[src/rtl/core/ndr_pkg.sv]
`timescale 1ns / 1ps

package ndr_pkg;

    // Field widths
    localparam int BPC_W     = 22;
    localparam int CLU_W     = 63;
    localparam int CNT_W     = 48;
    localparam int RUN_CNT_W = 20;

    // Run limit: the run that brings the count to this value is refused
    localparam int MAX_RUNS = 1000000;

    // Command queue between front and back
    localparam int QDEPTH = 4;
    localparam int QPTR_W = 2;

    // Configuration register indexes
    localparam int CFG_IDX_W = 2;
    localparam logic [CFG_IDX_W-1:0] REG_BPC  = 2'd0;
    localparam logic [CFG_IDX_W-1:0] REG_MAXC = 2'd1;

    localparam logic [BPC_W-1:0] BPC_RESET = 22'd4096;

    // Result event codes
    localparam logic [1:0] EV_RUN     = 2'd0;
    localparam logic [1:0] EV_RUN_END = 2'd1;
    localparam logic [1:0] EV_END     = 2'd2;
    localparam logic [1:0] EV_ERR     = 2'd3;

    // Error codes
    localparam logic [2:0] ERR_BAD_HEADER = 3'd0;
    localparam logic [2:0] ERR_BEYOND_BUF = 3'd1;
    localparam logic [2:0] ERR_ZERO_LEN   = 3'd2;
    localparam logic [2:0] ERR_TOO_LONG   = 3'd3;
    localparam logic [2:0] ERR_NEGATIVE   = 3'd4;
    localparam logic [2:0] ERR_BEYOND_DSK = 3'd5;
    localparam logic [2:0] ERR_TOO_MANY   = 3'd6;

    // Command kinds passed from front to back
    typedef enum logic [1:0] {
        CMD_RUN,
        CMD_END,
        CMD_ERR
    } cmd_kind_t;

    // One classified command
    typedef struct packed {
        cmd_kind_t   kind;
        logic        clear;   // first command of a new list
        logic        last;    // buffer ended on this run
        logic        sparse;  // run without delta bytes
        logic [2:0]  code;    // error code for CMD_ERR
        logic [63:0] len;
        logic [63:0] delta;
    } cmd_t;

endpackage

[src/rtl/core/ndr_cmdq.sv]
`timescale 1ns / 1ps

module ndr_cmdq (
    input  logic            clk,
    input  logic            rst_n,
    input  logic            push_valid,
    output logic            push_ready,
    input  ndr_pkg::cmd_t   push_data,
    output logic            pop_valid,
    input  logic            pop_ready,
    output ndr_pkg::cmd_t   pop_data
);

    ndr_pkg::cmd_t              entry_reg [ndr_pkg::QDEPTH];
    logic [ndr_pkg::QPTR_W-1:0] wr_ptr_reg, rd_ptr_reg;
    logic [ndr_pkg::QPTR_W:0]   count_reg;
    logic                       do_push, do_pop;

    assign push_ready = (count_reg != (ndr_pkg::QPTR_W+1)'(ndr_pkg::QDEPTH));
    assign pop_valid  = (count_reg != '0);
    assign pop_data   = entry_reg[rd_ptr_reg];
    assign do_push    = push_valid && push_ready;
    assign do_pop     = pop_valid && pop_ready;

    // Entry storage
    always_ff @(posedge clk)
    begin
        if (do_push)
            entry_reg[wr_ptr_reg] <= push_data;
    end

    // Pointers and fill count
    always_ff @(posedge clk or negedge rst_n)
    begin
        if (!rst_n)
        begin
            wr_ptr_reg <= '0;
            rd_ptr_reg <= '0;
            count_reg  <= '0;
        end
        else
        begin
            if (do_push)
                wr_ptr_reg <= wr_ptr_reg + 1'b1;
            if (do_pop)
                rd_ptr_reg <= rd_ptr_reg + 1'b1;
            if (do_push && !do_pop)
                count_reg <= count_reg + 1'b1;
            else if (!do_push && do_pop)
                count_reg <= count_reg - 1'b1;
        end
    end

endmodule

[config.mk]
export PLATFORM = sky130hd
export DESIGN_NAME = ndr_cmdq
export DESIGN_NICKNAME = d
export VERILOG_FILES = /design/src/rtl/core/ndr_pkg.sv /design/src/rtl/core/ndr_cmdq.sv
export SDC_FILE = /design/constraint.sdc
export NUM_CORES = 1
export LEC_CHECK = 0
export ABC_CLOCK_PERIOD_IN_PS = 5500
export BUFFER_PORTS_ARGS = -buffer_cell sky130_fd_sc_hd__buf_2
export CELL_PAD_IN_SITES_DETAIL_PLACEMENT = 0
export CELL_PAD_IN_SITES_GLOBAL_PLACEMENT = 1
export CORE_UTILIZATION = 50
export DETAILED_ROUTE_END_ITERATION = 8
export HOLD_SLACK_MARGIN = 0.05
export PLACE_DENSITY = 0.88
export SKIP_LAST_GASP = 1
export SYNTH_ARGS = -nofsm -noshare
export SYNTH_HDL_FRONTEND = slang
export SYNTH_SLANG_ARGS = --single-unit
[constraint.sdc]
create_clock -name clk -period 5.5 [get_ports clk]
set_clock_uncertainty 0.05 [all_clocks]
set_input_delay 0.275 -clock clk [delete_from_list [all_inputs] [get_ports clk]]
set_output_delay 0.275 -clock clk [all_outputs]
set_load 0.05 [all_outputs]
### After elaboration in Yosys (flattened, before gate mapping)

Memories as Yosys holds them, arrays and structs flattened.
Index checks and enable logic that the tools add are counted.

* register bits: 7
* memory bits (writable): 544
* output and inout port bits: 138
* memories: 1

* add/sub/neg operators: 4
* equality and inequality tests: 1
* muxes and demuxes: 4
* reductions and logical operators: 8

Memory list
* entry_reg: words 4, width 136, read ports 1, clocked after memory_dff 0, wr ports 1, RTL line ndr_cmdq.sv:14 `ndr_pkg::cmd_t entry_reg [ndr_pkg::QDEPTH];`

Operator list (count)
* 3-bit 2-to-1 mux: 2
* 2-bit by 1-bit adder with 2-bit output (second input constant): 2
* 1-bit logical AND: 4
* 3-bit by 1-bit adder with 3-bit output (second input constant): 1
* 3-bit inequality test (second input constant): 1
* 3-bit nonzero test: 1
* 3-bit by 1-bit subtractor with 3-bit output (second input constant): 1
* 1-bit logical NOT: 2
* 1-bit 2-to-1 mux: 2
* 2-bit nonzero test: 1

### Depth between registers and ports, before layout

* word-level depth: 6
* gate-level depth with buffers: 8
* gate-level depth less buffers: 8

### Worst setup path after synthesis

No wires, ideal clock.

* path type: register -> register
* start: register count_reg[0] (netlist bit)
* end: memory entry_reg[0][0] (netlist bit), enable pin
* library setup time: 0.511 ns
* arrival: 3.897 ns
* data required time: 4.939 ns
* path slack: 1.042 ns
* cell stages (with the launch flop): 4
* buffers on the path: 0
* period minus slack after synthesis: 4.458 ns
* cells stage by stage: dfrtp_1 nor2_1 a21boi_2 and2_1

* longest elaborated chain between the ends: 4

Ends and longest elaborated chain
* start: declaration: RTL line ndr_cmdq.sv:16 `logic [ndr_pkg::QPTR_W:0] count_reg;`
* start signal: assignment: RTL line ndr_cmdq.sv:48 `count_reg <= count_reg + 1'b1;`
* start signal: assignment: RTL line ndr_cmdq.sv:50 `count_reg <= count_reg - 1'b1;`
* 3-bit inequality test: RTL line ndr_cmdq.sv:19 `assign push_ready = (count_reg != (ndr_pkg::QPTR_W+1)'(ndr_pkg::QDEPTH));`
* 1-bit logical AND: RTL line ndr_cmdq.sv:22 `assign do_push = push_valid && push_ready;`
* net do_push: RTL line ndr_cmdq.sv:17 `logic do_push, do_pop;`
* 1-bit 2-to-1 mux: RTL line ndr_cmdq.sv:28 `if (do_push)`
* 1-bit 2-to-1 mux (implied by the code): RTL line ndr_cmdq.sv:29 `entry_reg[wr_ptr_reg] <= push_data;`
* end: declaration: RTL line ndr_cmdq.sv:14

The timed path passes the listed nets, and every way through them passes these cells.

==> metrics.md <==
| Metric | Value |
|---|---|
| CP Launch Point | `rd_ptr_reg[0]$_DFFE_PN0P_` |
| Pre-CTS setup slack | `2.75 ns` |
| WP data required | `approximately 5.2 ns` |
| Area Overhead vs Synth | `24.1%` |
| Power per standard cell area | `599 nW/um^2` |
| PnR worst setup slack | `2.32 ns` |
| Final std cells w/o fill | `1,760` |
| Mean area per synthesized cell | `27.0 sq um` |
| Startpoint Class | `register` |
| Post-synth top cells | `544 x edfxtp_1, 136 x mux4_2, 14 x buf_2` |
| Rel. slew slack | `36.3%` |
| Grt ovf | `0` |
| WL per Instance | `approximately 22 um` |
| Post-synth top area share | `81.1%` |
| Final antenna-violating net count | `0` |
| Commonest register cell after synthesis | `edfxtp_1` |
| H-tree depth | `2` |
| Max_cap viols | `0` |
| Die span in x | `around 200 um` |
| # Post-CTS Setup Buffers | `0` |
| Min cycle time layout | `roughly 3.2 ns` |
| Port Buffers | `approximately 280` |
| Register bit total from synthesis | `551` |
| Ranking of synthesized cells by area | `edfxtp_1 81%, mux4_2 15%, buf_12 1.1%` |
| Fmax | `314 MHz` |
| Ratio of final minimum period to clock period | `57.9%` |
| Switching part of the total | `38.7%` |
| Slowest stage delay, CP | `0.73 ns` |
| Async S/R FF share, synth | `1.27%` |
| Top-count cell post-synth | `edfxtp_1` |
| Post-CTS sizing | `0` |
| Worst Path Arrival | `2.86 ns` |
| All-Layer GR Usage | `19.3%` |
| Routed WL | `around 39,000 um` |
| Max clock buf depth | `3` |
| Die Ht | `roughly 200 um` |
| Die area | `~40,000 sq um` |
| CP cell instances | `buf_4 > mux4_2 > buf_2` |
| Leak pwr | `8.55 nW` |
| Sequential share of the synthesized area | `81.9%` |
| Final nets | `1,338` |
| YS warnings | `0` |
| Clock Pin Slew Worst Setup and Hold Paths | `0.06 ns` |
| CTS Sinks | `between 500 and 600` |
| Int Pwr | `0.00918 W` |
| RSZ-0062 raised after global routing | `no` |
| Flop2flop setup slack | `about 2.7 ns` |
| Worst-Margin Slew | `0.956 ns` |
| RR Startpoint | `count_reg[0]$_DFFE_PN0P_` |
| Dpl hpwl | `21,300 um` |
| TritonCTS clock tree | `done` |
| Num rows | `73` |
| CP endpoint kind | `output pin` |
| Root Driver | `clkbuf_16` |
| Worst hold-check path type | `primary input to register` |
| CP max stage cell | `dfrtp_4` |
| EDFF count, synth | `544` |
| Dominant cell type by area after synthesis | `edfxtp_1` |
| Crit-path leading delay family | `buffers and inverters` |
| Crit path max fanout | `35` |
| Crit Path Category | `register to output pin` |
| Mapped Cells | `746` |
| Clk Latency, worst-skew pair | `0.58 ns` |
| Setup TNS | `0 ns` |
| Pin count of the biggest net entering global routing | `83` |
| CTS Buf Count | `52` |
| Initial antenna violation count | `2` |
| Via density | `5.38` |
| Total number of vias | `9,475` |
| Detailed Routing Iterations Pass 1 | `4` |
| Mapped Nets | `roughly 890` |
| IO Pins | `278` |
| Share of cells above drive strength 1 | `between 40% and 50%` |
| Netlist cell types | `20` |
| Final Max Slew Viols | `0` |
| GPL Wtd Cong | `0.736` |
| Starting Density | `50.7%` |
| Peak VDD IR | `0.482 mV` |
| Placed cells | `1,524` |
| Sw power | `between 0.005 and 0.006 W` |
| Gate power share | `38.2%` |
| Outcome | `complete, no violations` |
| DRC | `0` |
| Origin of the worst min-delay path | `push_valid` |
| Largest register FFs | `544` |
| Seq pwr share | `39.3%` |
| WP buf/inv | `2` |
| Vias in the first global route | `10,254` |
| Initial drt markers | `628` |
| Syn Std Cell Area | `20,200 sq um` |
| Setup violators final | `0` |
| Core Footprint | `39,700 sq um` |
| Final Hold Viols | `0` |
| First-pass GRT wire length | `roughly 60,000 um` |
| Clk network pwr share | `22.5%` |
==> power by group through the flow <==
stage	logic (W)	clock network, W	registers [W]
after CTS	0.00580	0.00344	0.00589
after detailed placement	0.00571	0	0.00597
after global placement	0.00569	0	0.00591
final	0.00573	0.00336	0.00588
after floorplan	0.00473	0	0.00586
after global routing	0.00599	0.00359	0.00596
==> cells in the final DEF, fill, tap and decap left out <==
master and n:
diode_2 2, and2_4 4, nand3_1 1, nor2_1 2
mux2_2 2, clkinvlp_4 4, dfrtp_1 5, ha_1 5
clkinv_1 12, dfrtp_4 2, inv_1 3, or3_1 1
buf_4 1, clkinv_2 8, buf_2 277, nand2_1 2
clkinv_4 1, clkbuf_1 10, a21boi_2 1, clkbuf_16 53
bufinv_16 2, dlygate4sd3_1 139, mux4_2 136, edfxtp_1 544
fa_1 1, xor2_1 2, clkbuf_8 4, inv_6 1
xnor2_1 4, buf_12 6
==> metal layers <==
metal	GRT usage [%]	up-vias	wire, um
li1	-	4133	-
met1	25.3	4979	15800
met4	5.16	0	780
met5	0	-	0
met2	31.9	308	19500
met3	5.33	55	2890
==> worst register-to-register path, cell delays in order, from the launching register on <==
cell	delay, ns
dfrtp_1	0.45
nor2_1	0.10
a21boi_2	0.37
and2_4	0.80
buf_12	0.60
==> worst paths after layout <==
check / cells past startpoint / endpoint
worst max-delay path: 3 / pop_data[98]
worst min-delay path: 3 / wr_ptr_reg[0]$_DFFE_PN0P_
worst max register to register: 4 / entry_reg[2][11]$_DFFE_PP_
worst min register to register: 1 / count_reg[2]$_DFFE_PN0P_
max in group asynchronous: 3 / rd_ptr_reg[0]$_DFFE_PN0P_
min in group asynchronous: 3 / count_reg[0]$_DFFE_PN0P_
==> layout make-up <==
class                   count  area, sq um
repair buffers            423         2910
clock buffers              67         1420
flip-flops and latches    551        16500
multi-input cells         161         3290
fillers                  2610        14700
clock inverters            28          193
well taps                 525          657
inverters                   3         11.3
diodes                      2         5.00
==> repair_timing <==
item / CTS / global route
setup endpoints to repair: 0 / 0
hold buffers: 139 / 0
endpoints found under the hold margin: 553 / 0
==> per-stage QoR <==
| stage | area (sq um) | total power (W) | utilization, % | hold WS [ns] |
|---|---|---|---|---|
| floorplan | 20200 | 0.0106 | - | -0.0706 |
| global placement | 22000 | 0.0116 | 55.4 | 0.0654 |
| detailed placement | 22000 | 0.0117 | 55.4 | 0.0694 |
| CTS | 25000 | 0.0151 | 62.9 | 0.0966 |
| global route | 25000 | 0.0155 | 62.9 | 0.111 |
| finish | 25000 | 0.0150 | 62.9 | 0.135 |
==> kinds of logic after synthesis <==
family                   after synthesis  share of synthesized area (%)
multiplexers                         138                           15.3
AO/OA/AOI/OAI                          1                         0.0559
flip-flops                           551                           81.9
buffers and inverters                 34                           1.78
XOR/XNOR                               6                          0.261
AND/OR/NAND/NOR                       10                          0.255
adder cells (fa/ha/maj)                6                          0.410
Note: power is estimated with default switching activity, not from simulation.
