File: src/rtl/core/ndr_pkg.sv
`timescale 1ns / 1ps

package ndr_pkg;

    // Field widths
    localparam int BPC_W     = 22;
    localparam int CLU_W     = 63;
    localparam int CNT_W     = 48;
    localparam int RUN_CNT_W = 20;

    // Run limit: the run that brings the count to this value is refused
    localparam int MAX_RUNS = 1000000;

    // Command queue between front and back
    localparam int QDEPTH = 4;
    localparam int QPTR_W = 2;

    // Configuration register indexes
    localparam int CFG_IDX_W = 2;
    localparam logic [CFG_IDX_W-1:0] REG_BPC  = 2'd0;
    localparam logic [CFG_IDX_W-1:0] REG_MAXC = 2'd1;

    localparam logic [BPC_W-1:0] BPC_RESET = 22'd4096;

    // Result event codes
    localparam logic [1:0] EV_RUN     = 2'd0;
    localparam logic [1:0] EV_RUN_END = 2'd1;
    localparam logic [1:0] EV_END     = 2'd2;
    localparam logic [1:0] EV_ERR     = 2'd3;

    // Error codes
    localparam logic [2:0] ERR_BAD_HEADER = 3'd0;
    localparam logic [2:0] ERR_BEYOND_BUF = 3'd1;
    localparam logic [2:0] ERR_ZERO_LEN   = 3'd2;
    localparam logic [2:0] ERR_TOO_LONG   = 3'd3;
    localparam logic [2:0] ERR_NEGATIVE   = 3'd4;
    localparam logic [2:0] ERR_BEYOND_DSK = 3'd5;
    localparam logic [2:0] ERR_TOO_MANY   = 3'd6;

    // Command kinds passed from front to back
    typedef enum logic [1:0] {
        CMD_RUN,
        CMD_END,
        CMD_ERR
    } cmd_kind_t;

    // One classified command
    typedef struct packed {
        cmd_kind_t   kind;
        logic        clear;   // first command of a new list
        logic        last;    // buffer ended on this run
        logic        sparse;  // run without delta bytes
        logic [2:0]  code;    // error code for CMD_ERR
        logic [63:0] len;
        logic [63:0] delta;
    } cmd_t;

endpackage

File: src/rtl/core/ndr_if.sv
`timescale 1ns / 1ps

// Runlist byte stream
interface ndr_in_if;
    logic       valid;
    logic       ready;
    logic [7:0] data_byte;
    logic       first_byte;
    logic       last_byte;

    modport source (output valid, data_byte, first_byte, last_byte, input ready);
    modport sink   (input valid, data_byte, first_byte, last_byte, output ready);
endinterface


File: src/rtl/core/ndr_front.sv
`timescale 1ns / 1ps

module ndr_front (
    input  logic            clk,
    input  logic            rst_n,
    ndr_in_if.sink          runlist,
    output logic            cmd_valid,
    input  logic            cmd_ready,
    output ndr_pkg::cmd_t   cmd
);

    typedef enum logic [1:0] {
        PH_HEADER,
        PH_LENGTH,
        PH_DELTA
    } phase_t;

    phase_t      phase_reg, phase_next;
    logic [3:0]  len_cnt_reg, len_cnt_next;
    logic [3:0]  dlt_cnt_reg, dlt_cnt_next;
    logic [3:0]  dsize_reg, dsize_next;
    logic [2:0]  pos_reg, pos_next;
    logic [63:0] len_acc_reg, len_acc_next;
    logic [63:0] dlt_acc_reg, dlt_acc_next;
    logic        stopped_reg, stopped_next;
    logic        clr_pend_reg, clr_pend_next;

    logic        accept;
    logic        push;
    phase_t      ph;
    logic        stp;
    logic [7:0]  d;
    logic        last;
    logic [3:0]  lb;
    logic [3:0]  ob;
    logic [63:0] placed;
    logic [63:0] dlt_full;

    assign runlist.ready = cmd_ready;
    assign accept        = runlist.valid && runlist.ready;
    assign d             = runlist.data_byte;
    assign last          = runlist.last_byte;
    assign lb            = d[3:0];
    assign ob            = d[7:4];
    assign placed        = {56'b0, d} << {pos_reg, 3'b000};

    // Byte classification and field assembly
    always_comb
    begin
        phase_next    = phase_reg;
        len_cnt_next  = len_cnt_reg;
        dlt_cnt_next  = dlt_cnt_reg;
        dsize_next    = dsize_reg;
        pos_next      = pos_reg;
        len_acc_next  = len_acc_reg;
        dlt_acc_next  = dlt_acc_reg;
        stopped_next  = stopped_reg;
        clr_pend_next = clr_pend_reg;
        push          = 1'b0;
        dlt_full      = dlt_acc_reg | placed;

        cmd        = '0;
        cmd.kind   = ndr_pkg::CMD_RUN;
        cmd.len    = len_acc_reg;
        cmd.delta  = dlt_acc_reg;
        cmd.last   = last;

        ph  = runlist.first_byte ? PH_HEADER : phase_reg;
        stp = runlist.first_byte ? 1'b0 : stopped_reg;

        if (accept)
        begin
            if (runlist.first_byte)
            begin
                clr_pend_next = 1'b1;
                stopped_next  = 1'b0;
                phase_next    = PH_HEADER;
            end
            if (!stp)
            begin
                unique case (ph)
                    PH_HEADER:
                    begin
                        if (d == 8'd0)
                        begin
                            push         = 1'b1;
                            cmd.kind     = ndr_pkg::CMD_END;
                            stopped_next = 1'b1;
                        end
                        else if (lb == 4'd0 || lb > 4'd8 || ob > 4'd8)
                        begin
                            push         = 1'b1;
                            cmd.kind     = ndr_pkg::CMD_ERR;
                            cmd.code     = ndr_pkg::ERR_BAD_HEADER;
                            stopped_next = 1'b1;
                        end
                        else if (last)
                        begin
                            push         = 1'b1;
                            cmd.kind     = ndr_pkg::CMD_ERR;
                            cmd.code     = ndr_pkg::ERR_BEYOND_BUF;
                            stopped_next = 1'b1;
                        end
                        else
                        begin
                            len_cnt_next = lb;
                            dlt_cnt_next = ob;
                            dsize_next   = ob;
                            pos_next     = 3'd0;
                            len_acc_next = '0;
                            dlt_acc_next = '0;
                            phase_next   = PH_LENGTH;
                        end
                    end
                    PH_LENGTH:
                    begin
                        len_acc_next = len_acc_reg | placed;
                        pos_next     = pos_reg + 3'd1;
                        len_cnt_next = len_cnt_reg - 4'd1;
                        if (len_cnt_reg == 4'd1 && dlt_cnt_reg == 4'd0)
                        begin
                            // sparse run complete
                            push         = 1'b1;
                            cmd.kind     = ndr_pkg::CMD_RUN;
                            cmd.sparse   = 1'b1;
                            cmd.len      = len_acc_reg | placed;
                            cmd.delta    = '0;
                            phase_next   = PH_HEADER;
                            stopped_next = last;
                        end
                        else
                        begin
                            if (len_cnt_reg == 4'd1)
                            begin
                                phase_next = PH_DELTA;
                                pos_next   = 3'd0;
                            end
                            if (last)
                            begin
                                push         = 1'b1;
                                cmd.kind     = ndr_pkg::CMD_ERR;
                                cmd.code     = ndr_pkg::ERR_BEYOND_BUF;
                                stopped_next = 1'b1;
                                phase_next   = PH_HEADER;
                            end
                        end
                    end
                    PH_DELTA:
                    begin
                        dlt_acc_next = dlt_full;
                        pos_next     = pos_reg + 3'd1;
                        dlt_cnt_next = dlt_cnt_reg - 4'd1;
                        if (dlt_cnt_reg == 4'd1)
                        begin
                            // sign-extend a short delta
                            if (d[7] && dsize_reg < 4'd8)
                                dlt_full = dlt_full | ({64{1'b1}} << {dsize_reg, 3'b000});
                            push         = 1'b1;
                            cmd.kind     = ndr_pkg::CMD_RUN;
                            cmd.sparse   = 1'b0;
                            cmd.delta    = dlt_full;
                            phase_next   = PH_HEADER;
                            stopped_next = last;
                        end
                        else if (last)
                        begin
                            push         = 1'b1;
                            cmd.kind     = ndr_pkg::CMD_ERR;
                            cmd.code     = ndr_pkg::ERR_BEYOND_BUF;
                            stopped_next = 1'b1;
                            phase_next   = PH_HEADER;
                        end
                    end
                    default:
                    begin
                        phase_next = PH_HEADER;
                    end
                endcase
            end
            // tag the first command of a new list
            if (push)
            begin
                cmd.clear     = clr_pend_reg || runlist.first_byte;
                clr_pend_next = 1'b0;
            end
        end
    end

    assign cmd_valid = push;

    // State registers
    always_ff @(posedge clk or negedge rst_n)
    begin
        if (!rst_n)
        begin
            phase_reg    <= PH_HEADER;
            len_cnt_reg  <= '0;
            dlt_cnt_reg  <= '0;
            dsize_reg    <= '0;
            pos_reg      <= '0;
            len_acc_reg  <= '0;
            dlt_acc_reg  <= '0;
            stopped_reg  <= 1'b1;
            clr_pend_reg <= 1'b0;
        end
        else
        begin
            phase_reg    <= phase_next;
            len_cnt_reg  <= len_cnt_next;
            dlt_cnt_reg  <= dlt_cnt_next;
            dsize_reg    <= dsize_next;
            pos_reg      <= pos_next;
            len_acc_reg  <= len_acc_next;
            dlt_acc_reg  <= dlt_acc_next;
            stopped_reg  <= stopped_next;
            clr_pend_reg <= clr_pend_next;
        end
    end

endmodule

File: src/flat_wrapper.sv
// flat-port wrapper written by rule: the top's interface ports become plain ports
module ndr_front_flat 
  (clk, rst_n, cmd_valid, cmd_ready, cmd, runlist_valid, runlist_data_byte, runlist_first_byte, runlist_last_byte, runlist_ready);
  ndr_in_if runlist_i ();
  input  logic clk;
  input  logic rst_n;
  output logic cmd_valid;
  input  logic cmd_ready;
  output ndr_pkg::cmd_t cmd;
  input wire logic [$bits(runlist_i.valid)-1:0] runlist_valid;
  input wire logic [$bits(runlist_i.data_byte)-1:0] runlist_data_byte;
  input wire logic [$bits(runlist_i.first_byte)-1:0] runlist_first_byte;
  input wire logic [$bits(runlist_i.last_byte)-1:0] runlist_last_byte;
  output wire logic [$bits(runlist_i.ready)-1:0] runlist_ready;
  assign runlist_i.valid = runlist_valid;
  assign runlist_i.data_byte = runlist_data_byte;
  assign runlist_i.first_byte = runlist_first_byte;
  assign runlist_i.last_byte = runlist_last_byte;
  assign runlist_ready = runlist_i.ready;
  ndr_front u_core (.clk(clk), .rst_n(rst_n), .runlist(runlist_i), .cmd_valid(cmd_valid), .cmd_ready(cmd_ready), .cmd(cmd));
endmodule
File: config.mk
export PLATFORM = sky130hd
export DESIGN_NAME = ndr_front_flat
export DESIGN_NICKNAME = d
export VERILOG_FILES = /design/src/rtl/core/ndr_pkg.sv /design/src/rtl/core/ndr_if.sv /design/src/rtl/core/ndr_front.sv /design/src/flat_wrapper.sv
export SDC_FILE = /design/constraint.sdc
export NUM_CORES = 1
export LEC_CHECK = 0
export BUFFER_PORTS_ARGS = -buffer_cell sky130_fd_sc_hd__buf_4
export CORE_ASPECT_RATIO = 1.5
export CORE_MARGIN = 2
export CORE_UTILIZATION = 55
export CTS_BUF_LIST = sky130_fd_sc_hd__clkbuf_16
export CTS_CLUSTER_DIAMETER = 50
export CTS_CLUSTER_SIZE = 8
export DETAILED_ROUTE_END_ITERATION = 8
export PLACE_DENSITY_LB_ADDON = 0.15
export SLEW_MARGIN = 30
export SYNTH_ARGS = -nofsm -noshare
export SYNTH_HDL_FRONTEND = slang
export SYNTH_SLANG_ARGS = --single-unit
export TNS_END_PERCENT = 5
File: constraint.sdc
create_clock -name clk -period 3.75 [get_ports clk]
set_input_delay 0 -clock clk [delete_from_list [all_inputs] [get_ports clk]]
set_output_delay 0 -clock clk [all_outputs]
set_load 0.02 [all_outputs]
; ---- Yosys cells after proc, flatten, opt, wreduce, memory -nomap -nowiden
; Cells that the tools add are included.
[totals]
regBits = 147
inputBits = 14
[classes]
n_addsub = 3
magnitude_cmp = 3
eq_ne = 7
shifts = 2
muxes = 73
bitwise = 7
n_reduce_logical = 19
[ops]
columns = op, count
row1 = 64-bit 2-to-1 mux, 6
row2 = 64-bit case mux with 2 select lines, 3
row3 = 132-bit 2-to-1 mux, 2
row4 = 64-bit bitwise OR, 3
row5 = 128-bit 2-to-1 mux, 1
row6 = 64-bit by 7-bit left shift with 64-bit output (first input constant), 1
row7 = 8-bit by 6-bit left shift with 64-bit output, 1
row8 = 2-bit 2-to-1 mux, 16
row9 = 3-bit 2-to-1 mux, 9
row10 = 4-bit 2-to-1 mux, 6
row11 = 6-bit AND reduction, 4
row12 = 1-bit 2-to-1 mux, 22
row13 = 3-bit case mux with 3 select lines, 2
row14 = 4-bit case mux with 2 select lines, 2
row15 = 2-bit case mux with 3 select lines, 2
row16 = 4-bit by 1-bit == test with 1-bit output (second input constant), 2
row17 = 4-bit > comparator (second input constant), 2
row18 = 4-bit logical NOT, 2
row19 = 8-bit logical NOT, 1
row20 = 4-bit by 1-bit subtractor with 4-bit output (second input constant), 2
row21 = 2-bit inequality test (second input constant), 3
row22 = 1-bit case mux with 3 select lines, 2
row23 = 2-bit nonzero test, 3
row24 = 4-bit less-than comparator (second input constant), 1
row25 = other kinds (9), 16

; ---- Logic depth before layout (Yosys ltp)
[logic_depth]
word_depth = 10
depth_mapped = 12
depth_no_buf = 7

; ---- Least setup slack after synthesis
; OpenSTA, ideal clock, no wires.
[synth_timing]
path_type = reg2reg
start = register u_core.phase_reg[0]
end = register u_core.len_acc_reg[0]
setup_time_ps = 132
t_arrival_ps = 2539
t_required_ps = 3618
setup_slack_ps = 1079
stages_incl_launch_ff = 13
path_buffers = 5
cell_sequence = dfrtp_1 nor2b_1 clkbuf_1 inv_1 clkbuf_1 ha_1 clkbuf_1 o21ai_0 o211a_1 buf_2 clkbuf_1 a41oi_1 nor2_1
[synth_via]
elab_chain_len = 4
elab_cells_between_ends = 9
classes_between = 4 x eq/ne / 2 x mux / 3 x reduce/logical
[synth_lines]
columns = element, line
row1 = from (decl), ndr_front.sv:18  ; phase_t phase_reg, phase_next;
row2 = from (signal assigned), ndr_front.sv:208  ; phase_reg <= phase_next;
row3 = 2-bit 2-to-1 mux *, ndr_front.sv:68  ; ph = runlist.first_byte ? PH_HEADER : phase_reg;
row4 = 2-bit by 1-bit == test with 1-bit output / 2-bit logical NOT (equally long branches), ndr_front.sv:81  ; unique case (ph)
row5 = 2-bit nonzero test (no line) / 2-bit inequality test (equally long branches), --
row6 = 6-bit AND reduction (no line), --
row7 = to (signal assigned), ndr_front.sv:213  ; len_acc_reg <= len_acc_next;
row8 = to (decl), ndr_front.sv:23  ; logic [63:0] len_acc_reg, len_acc_next;
; Every way passes the cells marked *; elsewhere a longest branch is shown, timed or not.
; A chain may end at the register's enable or synchronous reset.

==> results.py <==
metrics = {
    "status": {
        "status": "completed",
    },
    "floorplanning": {
        "fp-row-count": 56,
        "io_pins": 152,
        "coreArea_mm2": 0.0156,
        "die_area_mm2": 0.0168,
        "die_h_um": 158,
        "die_w_um": 106,
        "initial_utilization_pct": 55.7,
    },
    "global_route": {
        "grt_use_total_pct": 34.0,
        "grt_pass1_wl_mm": 44.6,
        "grt_antenna_before_repair": 0,
        "grt_overflow": 0,
        "grt_pass1_vias": 8163,
        "grt_max_degree": 94,
    },
    "worst_setup_path": {
        "critPathKind": "register to output port",
        "crit_path_cell_trace": "nor2b_2, ha_2, inv_1, a21oi_1, or4b_2, buf_12, o21a_1, buf_4",
        "worstReg2RegStart": "u_core.phase_reg[0]$_DFFE_PN0P_",
        "worstReg2RegEnd": "u_core.len_acc_reg[24]$_DFFE_PN0P_",
        "required_ns": 3.75,
        "cp_top_family": "simple AND/OR/NAND/NOR gates",
        "cp.arrival_ns": 3.41,
        "end_kind": "output port",
        "rr_worst_depth": 7,
        "slowest_delay_ns": 0.56,
        "reg2reg_slack_ns": 0.74,
        "cp_num_buf_inv": 3,
        "startpoint_type": "register",
        "cp_max_fo": 43,
        "cp_slowest_cell": "or4b_2",
    },
    "min_path": {
        "worstHoldPathCells": 3,
        "hp-class": "input port to register",
        "hold_end": "u_core.len_acc_reg[15]$_DFFE_PN0P_",
        "hp-start": "runlist_data_byte[7]",
    },
    "finish": {
        "layout.cells.non_filler": 1268,
        "regArea_mm2": 0.00368,
        "drive_gt1_share_pct": 21.6,
        "antenna_cells": 0,
        "area_delta_synth_final_pct": 19.9,
        "final_core_util_pct": 66.8,
        "multi_input_area_mm2": 0.00448,
        "fin_area_mm2": 0.0104,
        "fin_nets": 1076,
        "fill_cells": 1365,
    },
    "timing": {
        "finalHoldViolations": 0,
        "worstMarginPinSlew_ns": 0.917,
        "min_period_ns": 3.41,
        "fmax_mhz": 294,
        "setup_violations": 0,
        "fin_tns_setup_ns": 0,
        "layout_setup_ws_ns": 0.344,
        "layout_worst_path_cycle_share_pct": 90.8,
        "worst_hold_slack_ns": 0.0659,
        "fin_worst_skew_ns": 0.0113,
        "drv_slew": 0,
        "slew_headroom_pct": 38.7,
        "rsz0062_at_grt": "false",
    },
    "power": {
        "p_per_area_mw_per_mm2": 448,
        "peakVddDrop_uv": 343,
        "leakage_nw": 4.91,
        "power_mw": 4.66,
    },
    "logic_synthesis": {
        "synth.cell_area_mm2": 0.00866,
        "synth_edf_count": 0,
        "syn_inst": 970,
        "ys_warn_count": 0,
        "syn-mean-instance-area_um2": 8.93,
        "ys_seq_elements": 147,
        "ys_types": 60,
        "ys_async_sr_fraction_pct": 100,
        "ys_seq_area_share_pct": 42.5,
        "ys.flop_type": "dfrtp_1",
    },
    "place": {
        "io_buffers": 149,
        "post-dp-hpwl_mm": 17.4,
        "gp_congestion": 0.952,
        "placed_area_mm2": 0.00978,
        "dpl_worst_slack_ns": 0.675,
        "dpl.cell_count": 1234,
    },
    "clock_tree": {
        "clk_pin_slew_ns": 0.07,
        "cts_tree": "yes",
        "clock_sinks": 147,
        "htree_levels": 4,
        "clock_latency_ns": 0.43,
        "ctsRootBufferMaster": "clkbuf_16",
        "numCtsBuffers": 17,
        "clock_path_buffers": 2,
    },
    "detailed_routing": {
        "num_vias": 8399,
        "wl_mm": 28.2,
        "postRouteAntennaNets": 0,
        "first_iter_violations": 692,
        "drc": 0,
        "detail_route.wl_per_cell_um": 22.2,
        "viasPerCell": 6.62,
        "dr.pass1.iters": 5,
    },
    "run": {
        "cap_violations": 0,
    },
}
[how the worst max path moves through the flow]
stage	from	endpoint	slack (ns)	depth (start not counted)
6_report	u_core.phase_reg[0]$_DFFE_PN0P_	cmd[36]	0.34	8
5_1_grt	u_core.phase_reg[0]$_DFFE_PN0P_	cmd[35]	0.15	8
4_1_cts	u_core.phase_reg[0]$_DFFE_PN0P_	cmd[35]	0.21	8
3_5_place_dp	u_core.phase_reg[0]$_DFFE_PN0P_	cmd[35]	0.67	8
3_3_place_gp	u_core.phase_reg[0]$_DFFE_PN0P_	cmd[41]	0.70	8
2_1_floorplan	u_core.phase_reg[0]$_DFFE_PN0P_	u_core.len_acc_reg[0]$_DFFE_PN0P_	1.08	12
[cell type report]
type                            count  area share [%]
Sequential cell                   147            35.4
Inverter                           11           0.397
Clock buffer                       17            4.09
Timing Repair Buffer              176            12.9
Clock inverter                     15            1.58
Multi-Input combinational cell    699            43.1
Tap cell                          203            2.44
[cells in the mapped netlist, types with 2 or more instances]
cell,count,area share [%]
o21a_1,85,7.4
nand2b_1,5,0.36
inv_1,10,0.43
nand2_1,78,3.4
a21o_1,28,2.4
nor2b_1,3,0.22
buf_4,4,0.35
nand3_1,8,0.46
o22a_1,37,3.7
dfrtp_1,146,42
or3b_2,4,0.40
a21oi_1,77,4.4
mux2_2,5,0.65
nor3_2,2,0.23
nor3b_1,5,0.43
mux2i_1,3,0.35
buf_1,9,0.39
ha_1,10,1.4
a31oi_1,29,2.1
a41oi_1,47,4.8
or4_1,2,0.17
o31a_1,4,0.40
a22o_1,4,0.40
and2_1,31,2.2
buf_2,22,1.3
buf_6,2,0.26
clkbuf_1,77,3.3
nor3_1,25,1.4
and3b_1,4,0.40
or3_1,4,0.29
o21ai_0,17,0.98
o31ai_1,3,0.26
nor2_1,76,3.3
nand4_1,2,0.14
and3_1,2,0.14
nor4_1,40,2.9
o21bai_1,37,3.2
[what timing repair did]
action	CTS	global route
endpoints found under the setup margin	0	42
endpoints found under the hold margin	91	0
resized for setup	0	1
hold buffers	2	0
buffers inserted	0	0
[worst min-delay path: stages]
cell	delay, ns
buf_4	0.22
a41oi_1	0.19
nor2_1	0.05
[per-layer routing]
metal	wire, µm	up-vias	GRT usage (%)
met5	0	-	0
met1	10800	4068	42.9
met2	13800	494	56.6
li1	-	3743	-
met4	1210	0	16.9
met3	2360	94	5.52
[logic make-up (layout without fill, tap and decap cells)]
group / Yosys count / count (layout) / synth area share, %
flip-flops: 147 / 147 / 42.5
adder cells (fa/ha/maj): 10 / 10 / 1.44
multiplexers: 8 / 8 / 0.997
AND/OR/NAND/NOR: 299 / 299 / 17.5
AO/OA/AOI/OAI: 380 / 380 / 31.5
other: 1 / 2 / 0.0433
buffers and inverters: 125 / 219 / 6.08
[power breakdown]
part	internal (mW)	switching [mW]	total [mW]	leakage [nW]
logic	0.384	0.696	1.08	2.62
clock network	0.947	0.785	1.73	0.286
registers	1.73	0.115	1.85	2.00
total	3.06	1.60	4.66	4.91
[layout by cell type, fill, tap and decap left out, types with 8 or more instances in the layout]
cell type  count
and2_1        31
buf_4        172
nor2_1        76
a21oi_1       77
nand3_1        8
o21ai_0       17
a21o_1        28
ha_1           8
o21bai_1      37
a31oi_1       28
dfrtp_1      146
nor4_1        40
o21a_1        85
nand2_1       78
nor3_1        25
o22a_1        37
inv_1         10
a41oi_1       47
clkbuf_16     17
(Power assumes the default switching activity.)
